--- src/hw/rtl/sha1_pkg.sv ---
package sha1_pkg;

  localparam logic [7:0]  PAD_BYTE   = 8'h80;
  localparam logic [5:0]  LEN_OFFSET = 6'd56;
  localparam logic [5:0]  LAST_POS   = 6'd63;
  localparam logic [6:0]  LAST_ROUND = 7'd79;
  localparam logic [2:0]  LAST_WORD  = 3'd4;

  typedef enum logic [1:0] {
    GRP_CH,
    GRP_PAR1,
    GRP_MAJ,
    GRP_PAR2
  } round_grp_t;

  typedef enum logic [1:0] {
    BSEL_MSG,
    BSEL_PAD,
    BSEL_ZERO,
    BSEL_LEN
  } byte_sel_t;

  typedef struct packed {
    logic       absorb;
    byte_sel_t  byte_sel;
    logic       count_len;
    logic       load_work;
    logic       round;
    round_grp_t grp;
    logic       add_chain;
    logic       reset_hash;
    logic [2:0] out_sel;
  } sha1_cmd_t;

  typedef struct packed {
    logic [5:0] fill;
  } sha1_status_t;

  function automatic logic [31:0] round_const(input round_grp_t grp);
    logic [31:0] k;
    case (grp)
      GRP_CH:   k = 32'h5A827999;
      GRP_PAR1: k = 32'h6ED9EBA1;
      GRP_MAJ:  k = 32'h8F1BBCDC;
      GRP_PAR2: k = 32'hCA62C1D6;
      default:  k = 32'h5A827999;
    endcase
    return k;
  endfunction

  function automatic logic [31:0] init_word(input logic [2:0] idx);
    logic [31:0] v;
    case (idx)
      3'd0:    v = 32'h67452301;
      3'd1:    v = 32'hEFCDAB89;
      3'd2:    v = 32'h98BADCFE;
      3'd3:    v = 32'h10325476;
      3'd4:    v = 32'hC3D2E1F0;
      default: v = 32'h67452301;
    endcase
    return v;
  endfunction

endpackage

--- src/hw/rtl/sha1_stream_hasher.sv ---
// Channel   Direction  tdata                tuser              tlast
// s_*       in         [7:0] data_byte      [0] byte_present   message_end
// m_*       out        [31:0] digest_word   [2:0] word_index   digest_last
//
// A byte item is absorbed as it is taken; the item that completes a 64-byte block
// then runs 80 rounds on the single round unit plus the chaining add.
// An item with the end mark then absorbs the pad and length bytes, runs one or two
// block compressions, then gives five digest words, one per cycle while m_tready.
// Reset (rst, synchronous) loads the initial chaining words and clears counts.
// No input item is taken during compression, padding or digest output.
module sha1_stream_hasher (
  input  logic        clk,
  input  logic        rst,
  input  logic        s_tvalid,
  output logic        s_tready,
  input  logic [7:0]  s_tdata,   // [7:0] data_byte
  input  logic        s_tuser,   // [0] byte_present
  input  logic        s_tlast,
  output logic        m_tvalid,
  input  logic        m_tready,
  output logic [31:0] m_tdata,   // [31:0] digest_word
  output logic [2:0]  m_tuser,   // [2:0] word_index
  output logic        m_tlast
);

  sha1_pkg::sha1_cmd_t    cmd;
  sha1_pkg::sha1_status_t status;

  sha1_ctrl u_ctrl (
    .clk          (clk),
    .rst          (rst),
    .in_valid     (s_tvalid),
    .in_ready     (s_tready),
    .byte_present (s_tuser),
    .message_end  (s_tlast),
    .out_valid    (m_tvalid),
    .out_ready    (m_tready),
    .status       (status),
    .cmd          (cmd)
  );

  sha1_dp u_dp (
    .clk         (clk),
    .rst         (rst),
    .cmd         (cmd),
    .data_byte   (s_tdata),
    .status      (status),
    .digest_word (m_tdata)
  );

  assign m_tuser = cmd.out_sel;
  assign m_tlast = (cmd.out_sel == sha1_pkg::LAST_WORD);

endmodule

--- src/hw/rtl/sha1_dp.sv ---
module sha1_dp (
  input  logic                  clk,
  input  logic                  rst,
  input  sha1_pkg::sha1_cmd_t   cmd,
  input  logic [7:0]            data_byte,
  output sha1_pkg::sha1_status_t status,
  output logic [31:0]           digest_word
);

  // Block buffer and message schedule share one 512-bit shift line.
  // The oldest word sits in the top 32 bits.
  logic [511:0] blk;
  logic [31:0]  h [5];
  logic [31:0]  a, b, c, d, e;
  logic [5:0]   fill;
  logic [63:0]  bit_len;

  logic [7:0]  in_byte;
  logic [31:0] f_val;
  logic [31:0] tmp;
  logic [31:0] w_new;
  logic [31:0] w0, w2, w8, w13;

  assign w0  = blk[511:480];
  assign w2  = blk[447:416];
  assign w8  = blk[255:224];
  assign w13 = blk[95:64];

  always_comb begin
    w_new = w13 ^ w8 ^ w2 ^ w0;
    w_new = {w_new[30:0], w_new[31]};
  end

  always_comb begin
    case (cmd.byte_sel)
      sha1_pkg::BSEL_MSG:  in_byte = data_byte;
      sha1_pkg::BSEL_PAD:  in_byte = sha1_pkg::PAD_BYTE;
      sha1_pkg::BSEL_ZERO: in_byte = 8'h00;
      // Length bytes go out most significant first at positions 56..63.
      sha1_pkg::BSEL_LEN:  in_byte = bit_len[{~fill[2:0], 3'b000} +: 8];
      default:             in_byte = 8'h00;
    endcase
  end

  always_comb begin
    case (cmd.grp)
      sha1_pkg::GRP_CH:  f_val = (b & c) | (~b & d);
      sha1_pkg::GRP_MAJ: f_val = (b & c) | (b & d) | (c & d);
      default:           f_val = b ^ c ^ d;
    endcase
    tmp = {a[26:0], a[31:27]} + f_val + e + sha1_pkg::round_const(cmd.grp) + w0;
  end

  always_ff @(posedge clk) begin
    if (cmd.absorb) begin
      blk <= {blk[503:0], in_byte};
    end else if (cmd.round) begin
      blk <= {blk[479:0], w_new};
    end

    if (cmd.load_work) begin
      a <= h[0];
      b <= h[1];
      c <= h[2];
      d <= h[3];
      e <= h[4];
    end else if (cmd.round) begin
      a <= tmp;
      b <= a;
      c <= {b[1:0], b[31:2]};
      d <= c;
      e <= d;
    end

    if (rst || cmd.reset_hash) begin
      for (int i = 0; i < 5; i++) begin
        h[i] <= sha1_pkg::init_word(3'(i));
      end
      fill    <= '0;
      bit_len <= '0;
    end else begin
      if (cmd.add_chain) begin
        h[0] <= h[0] + a;
        h[1] <= h[1] + b;
        h[2] <= h[2] + c;
        h[3] <= h[3] + d;
        h[4] <= h[4] + e;
      end
      if (cmd.absorb) begin
        fill <= fill + 6'd1;
      end
      if (cmd.count_len) begin
        bit_len <= bit_len + 64'd8;
      end
    end
  end

  assign status.fill = fill;
  assign digest_word = h[cmd.out_sel];

endmodule

--- src/hw/rtl/sha1_ctrl.sv ---
module sha1_ctrl (
  input  logic                   clk,
  input  logic                   rst,
  input  logic                   in_valid,
  output logic                   in_ready,
  input  logic                   byte_present,
  input  logic                   message_end,
  output logic                   out_valid,
  input  logic                   out_ready,
  input  sha1_pkg::sha1_status_t status,
  output sha1_pkg::sha1_cmd_t    cmd
);

  typedef enum logic [2:0] {
    S_IDLE,
    S_ROUND,
    S_ADD,
    S_PAD,
    S_OUT
  } state_t;

  typedef enum logic [1:0] {
    PH_80,
    PH_ZERO,
    PH_LEN
  } pad_phase_t;

  state_t     state;
  pad_phase_t phase;
  logic [6:0] rnd;
  logic       finishing;
  logic       final_blk;
  logic [2:0] out_sel;

  logic full;
  logic is_len;

  assign full = (status.fill == sha1_pkg::LAST_POS);
  // Zero padding stops once the block reaches the length field.
  assign is_len = (phase == PH_LEN) ||
                  ((phase == PH_ZERO) && (status.fill == sha1_pkg::LEN_OFFSET));

  assign in_ready  = (state == S_IDLE);
  assign out_valid = (state == S_OUT);

  always_comb begin
    cmd            = '0;
    cmd.byte_sel   = sha1_pkg::BSEL_MSG;
    cmd.grp        = sha1_pkg::GRP_CH;
    cmd.out_sel    = out_sel;
    case (state)
      S_IDLE: begin
        cmd.absorb    = in_valid && byte_present;
        cmd.count_len = in_valid && byte_present;
        cmd.load_work = in_valid && byte_present && full;
      end
      S_ROUND: begin
        cmd.round = 1'b1;
        if (rnd < 7'd20) begin
          cmd.grp = sha1_pkg::GRP_CH;
        end else if (rnd < 7'd40) begin
          cmd.grp = sha1_pkg::GRP_PAR1;
        end else if (rnd < 7'd60) begin
          cmd.grp = sha1_pkg::GRP_MAJ;
        end else begin
          cmd.grp = sha1_pkg::GRP_PAR2;
        end
      end
      S_ADD: begin
        cmd.add_chain = 1'b1;
      end
      S_PAD: begin
        cmd.absorb    = 1'b1;
        cmd.load_work = full;
        if (phase == PH_80) begin
          cmd.byte_sel = sha1_pkg::BSEL_PAD;
        end else if (is_len) begin
          cmd.byte_sel = sha1_pkg::BSEL_LEN;
        end else begin
          cmd.byte_sel = sha1_pkg::BSEL_ZERO;
        end
      end
      S_OUT: begin
        cmd.reset_hash = out_ready && (out_sel == sha1_pkg::LAST_WORD);
      end
      default: begin
      end
    endcase
  end

  always_ff @(posedge clk) begin
    if (rst) begin
      state     <= S_IDLE;
      phase     <= PH_80;
      rnd       <= '0;
      finishing <= 1'b0;
      final_blk <= 1'b0;
      out_sel   <= '0;
    end else begin
      case (state)
        S_IDLE: begin
          if (in_valid) begin
            phase     <= PH_80;
            finishing <= message_end;
            if (byte_present && full) begin
              rnd   <= '0;
              state <= S_ROUND;
            end else if (message_end) begin
              state <= S_PAD;
            end
          end
        end
        S_ROUND: begin
          rnd <= rnd + 7'd1;
          if (rnd == sha1_pkg::LAST_ROUND) begin
            state <= S_ADD;
          end
        end
        S_ADD: begin
          if (!finishing) begin
            state <= S_IDLE;
          end else if (final_blk) begin
            out_sel <= '0;
            state   <= S_OUT;
          end else begin
            state <= S_PAD;
          end
        end
        S_PAD: begin
          if (phase == PH_80) begin
            phase <= PH_ZERO;
          end else if (is_len) begin
            phase <= PH_LEN;
          end
          if (full) begin
            final_blk <= is_len;
            rnd       <= '0;
            state     <= S_ROUND;
          end
        end
        S_OUT: begin
          if (out_ready) begin
            if (out_sel == sha1_pkg::LAST_WORD) begin
              finishing <= 1'b0;
              final_blk <= 1'b0;
              state     <= S_IDLE;
            end else begin
              out_sel <= out_sel + 3'd1;
            end
          end
        end
        default: begin
          state <= S_IDLE;
        end
      endcase
    end
  end

endmodule

--- config.mk ---
export PLATFORM = sky130hd
export DESIGN_NAME = sha1_stream_hasher
export DESIGN_NICKNAME = d
export VERILOG_FILES = /design/src/hw/rtl/sha1_pkg.sv /design/src/hw/rtl/sha1_stream_hasher.sv /design/src/hw/rtl/sha1_dp.sv /design/src/hw/rtl/sha1_ctrl.sv
export SDC_FILE = /design/constraint.sdc
export NUM_CORES = 2
export LEC_CHECK = 0
export BUFFER_PORTS_ARGS = -buffer_cell sky130_fd_sc_hd__buf_2
export CORE_ASPECT_RATIO = 0.9
export CORE_UTILIZATION = 31
export CTS_CLUSTER_DIAMETER = 80
export CTS_CLUSTER_SIZE = 28
export DETAILED_ROUTE_END_ITERATION = 10
export PLACE_DENSITY = 0.55
export SLEW_MARGIN = 10
export SYNTH_ARGS = -nofsm -noshare
export SYNTH_HDL_FRONTEND = slang
export SYNTH_HIERARCHICAL = 1
export SYNTH_SLANG_ARGS = --single-unit
--- constraint.sdc ---
create_clock -name clk -period 14.5 [get_ports clk]
set_input_delay 2.9 -clock clk [delete_from_list [all_inputs] [get_ports clk]]
set_output_delay 2.9 -clock clk [all_outputs]
set_load 0.005 [all_outputs]
==> metrics.csv <==
metric,value,unit
status,completed,
cts_tree,built,
htree_num_levels,2,
remaining_drc_errors,0,
yosys-top-cells-area,"edfxtp_1 47%, mux2_2 11%, ha_1 4.7%",
whs_path_depth,2,
crit_path_start_kind,flip-flop,
timing.final.ws_setup,7.58,ns
finalSetupViolations,0,
tightest_slew,1.27,ns
final_antenna_net_count,0,
drive_above_1_share,0.176,
grt_setup_unrepaired,no,
cpMostUsedCell,inv_1,
drt_iter0_drc,3618,
required,14.93,ns
final_util,0.339,
cp-startpoint,u_ctrl/rnd[5],
die_width,440,um
hp-class,flip-flop to flip-flop,
synth_top_area_share,0.466,
dieArea,174000,um^2
slew_violations,0,
synth_seq_area_share,0.498,
gp_congestion,0.883,
synth-edff-count,832,
endpoint_kind,flip-flop,
port-buffer-count,51,
synth_ff_type,edfxtp_1,
clock-sinks,916,
synth_area,53600,um^2
yosysWarnings,6,
totalWireLength,140000,um
antenna_found_initial,3,
hold_start,u_ctrl/final_blk,
clk_latency,0.71,ns
arrival,7.35,ns
nFillCells,16900,
layout.nets,4860,
crit_chain,inv_1 > maj3_1 > a221oi_1 > nor2_1 > inv_1 > ha_1 > or2_2 > o22ai_1 > a21oi_1 > fa_1 > fa_1 > inv_1 > ha_1 > inv_1 > fa_1 > nor2b_1 > o31ai_1 > a211oi_1 > o21a_1 > a21oi_1 > o311ai_1 > o31ai_1 > xnor2_1 > o21ai_0,
postSynthCellCount,4560,
cts_resized,0,
area_growth,8.42,%
r2r_slack,7.58,ns
max_freq,145,MHz
period_minus_slack,6.92,ns
post-place-ws,7.51,ns
synth.net_count,4901,
overflow,0,
grt_first_pass_wirelength,211000,um
routedWlPerCell,20.5,um
skew,0.0586,ns
critPathMaxStageDelay,0.68,ns
synth_cell_types,93,
clock_path_buffers,3,
post-route-period-util,0.477,
synth_seq_cells,916,
synth_area_per_cell,11.7,um^2
cts_setup_buffers,0,
crit_fanout,30,
die_y,396,um
vias,35100,
ios,52,
ff2ff_path_depth,24,
slowest_stage,or2_2,
setup-tns-final,0,ns
start_util,0.313,
whs,0.480,ns
r2r-start,u_ctrl/rnd[5],
grt_pass1_vias,33700,
critPathKind,flip-flop to flip-flop,
max_slew_margin,0.148,
cap_violations,0,
grt_use_total,0.156,
grt_max_degree,229,
post_drt_via_cell_ratio,5.14,
async_flop_share,0,
firstDrtPassIters,6,
cts_root_buf,clkbuf_16,
coreArea,171000,um^2
rows,144,
hold_viol,0,
clk_pin_slew,0.11,ns
synth_top_area_cell,edfxtp_1,
holdBufCountCts,0,
cts_buffers,51,
dp_hpwl,101000,um
stage by stage:
stage,instance area (um^2),cells
2_1_floorplan,53600,4560
3_3_place_gp,56300,6729
3_5_place_dp,56300,6729
4_1_cts,58100,6822
5_1_grt,58100,6824
6_report,58100,6824
final timing paths:
check,end
worst max-delay path,u_dp/a[31]
worst min-delay path,u_ctrl/final_blk
worst max register to register,u_dp/a[31]
worst min register to register,u_ctrl/final_blk
per-layer routing:
layer | wire, um | global-route usage | vias to the layer above
li1 | - | - | 16400
met1 | 68300 | 0.237 | 17600
met2 | 61100 | 0.235 | 964
met3 | 8140 | 0.0208 | 144
met4 | 2550 | 0.0334 | 0
met5 | 0 | 0 | -
synth_stat cells, types with 8 or more instances:
cell type  number
a211oi_1       13
a21o_1         85
a21oi_1       185
a31oi_1        20
and2_1         14
and3_1         36
and3_2          8
and4_1         11
buf_1          10
clkbuf_1      156
dfxtp_1        84
edfxtp_1      832
fa_1          125
ha_1          202
inv_1         379
mux2_2        532
mux2i_1        30
mux4_2         45
nand2_1       412
nand2b_1       40
nand3_1        61
nand4_1        35
nor2_1        238
nor2b_1        34
nor3_1         57
nor3b_1        12
o211ai_1       15
o21a_1         26
o21ai_0       315
o21ai_1        10
o21bai_1       21
o221ai_1       25
o22ai_1        13
o31ai_1        19
or2_2          16
or3_1          25
xnor2_1       179
xor2_1        107
critical path: cells and delay by family (launching register included):
| family | cells | cell delay [ns] |
|---|---|---|
| and+or+nand+nor | 3 | 1.01 |
| adders and majority gates | 6 | 2.47 |
| DFF | 1 | 0.43 |
| xor gates and xnor gates | 1 | 0.17 |
| AOI/OAI and AO/OA | 10 | 2.22 |
| buffers and inverters | 4 | 0.34 |
cell families (layout without fill, tap and decap cells):
group / count (synthesis) / in the layout / share of synthesized area
and+or+nand+nor: 1050 / 1050 / 0.0930
AOI/OAI and AO/OA: 817 / 817 / 0.0922
muxes: 607 / 607 / 0.136
other: 0 / 2 / 0
xor gates and xnor gates: 286 / 286 / 0.0468
adders and majority gates: 328 / 328 / 0.0941
DFF: 916 / 916 / 0.498
buffers and inverters: 556 / 555 / 0.0400
cell type report:
cell class	count	area, um^2	area share
clock buffer	60	1310	0.0226
sequential	916	26700	0.459
multi-input combinational	3088	24800	0.427
inverter	379	1430	0.0246
timing repair buffer	83	558	0.00961
tap	2263	2830	0.0487
clock inverter	33	479	0.00825
antenna	2	5.00	0.0000862
flip-flops by register name, summed over array words and instances, names as in the netlist:
name	flops
u_ctrl/final_blk	1
u_ctrl/finishing	1
u_ctrl/out_sel	3
u_ctrl/phase	2
u_ctrl/rnd	7
u_ctrl/state	3
u_dp/a	32
u_dp/b	32
u_dp/bit_len	61
u_dp/blk	512
u_dp/c	32
u_dp/d	32
u_dp/e	32
u_dp/h	160
u_dp/status	6
layout by cell type, fill, tap and decap left out, drive strengths merged, types with 22 or more instances in the layout:
cell,netlist,layout
or3,29,29
mux4,45,45
edfxtp,832,832
mux2,532,532
nor2,238,238
ha,202,202
xor2,107,107
o21ai,325,325
nand4,36,36
buf,20,83
clkbuf,157,60
fa,125,125
mux2i,30,30
nand2b,40,40
o221ai,25,25
and3,45,45
nor3,57,57
inv,379,397
nand2,412,412
o21bai,22,22
a21oi,187,187
nand3,63,63
nor2b,34,34
a21o,85,85
dfxtp,84,84
xnor2,179,179
o21a,26,26
Power is left out: the tool's default activity adds up to more than one toggle a clock period on the data nets, which glitch-free logic cannot reach.
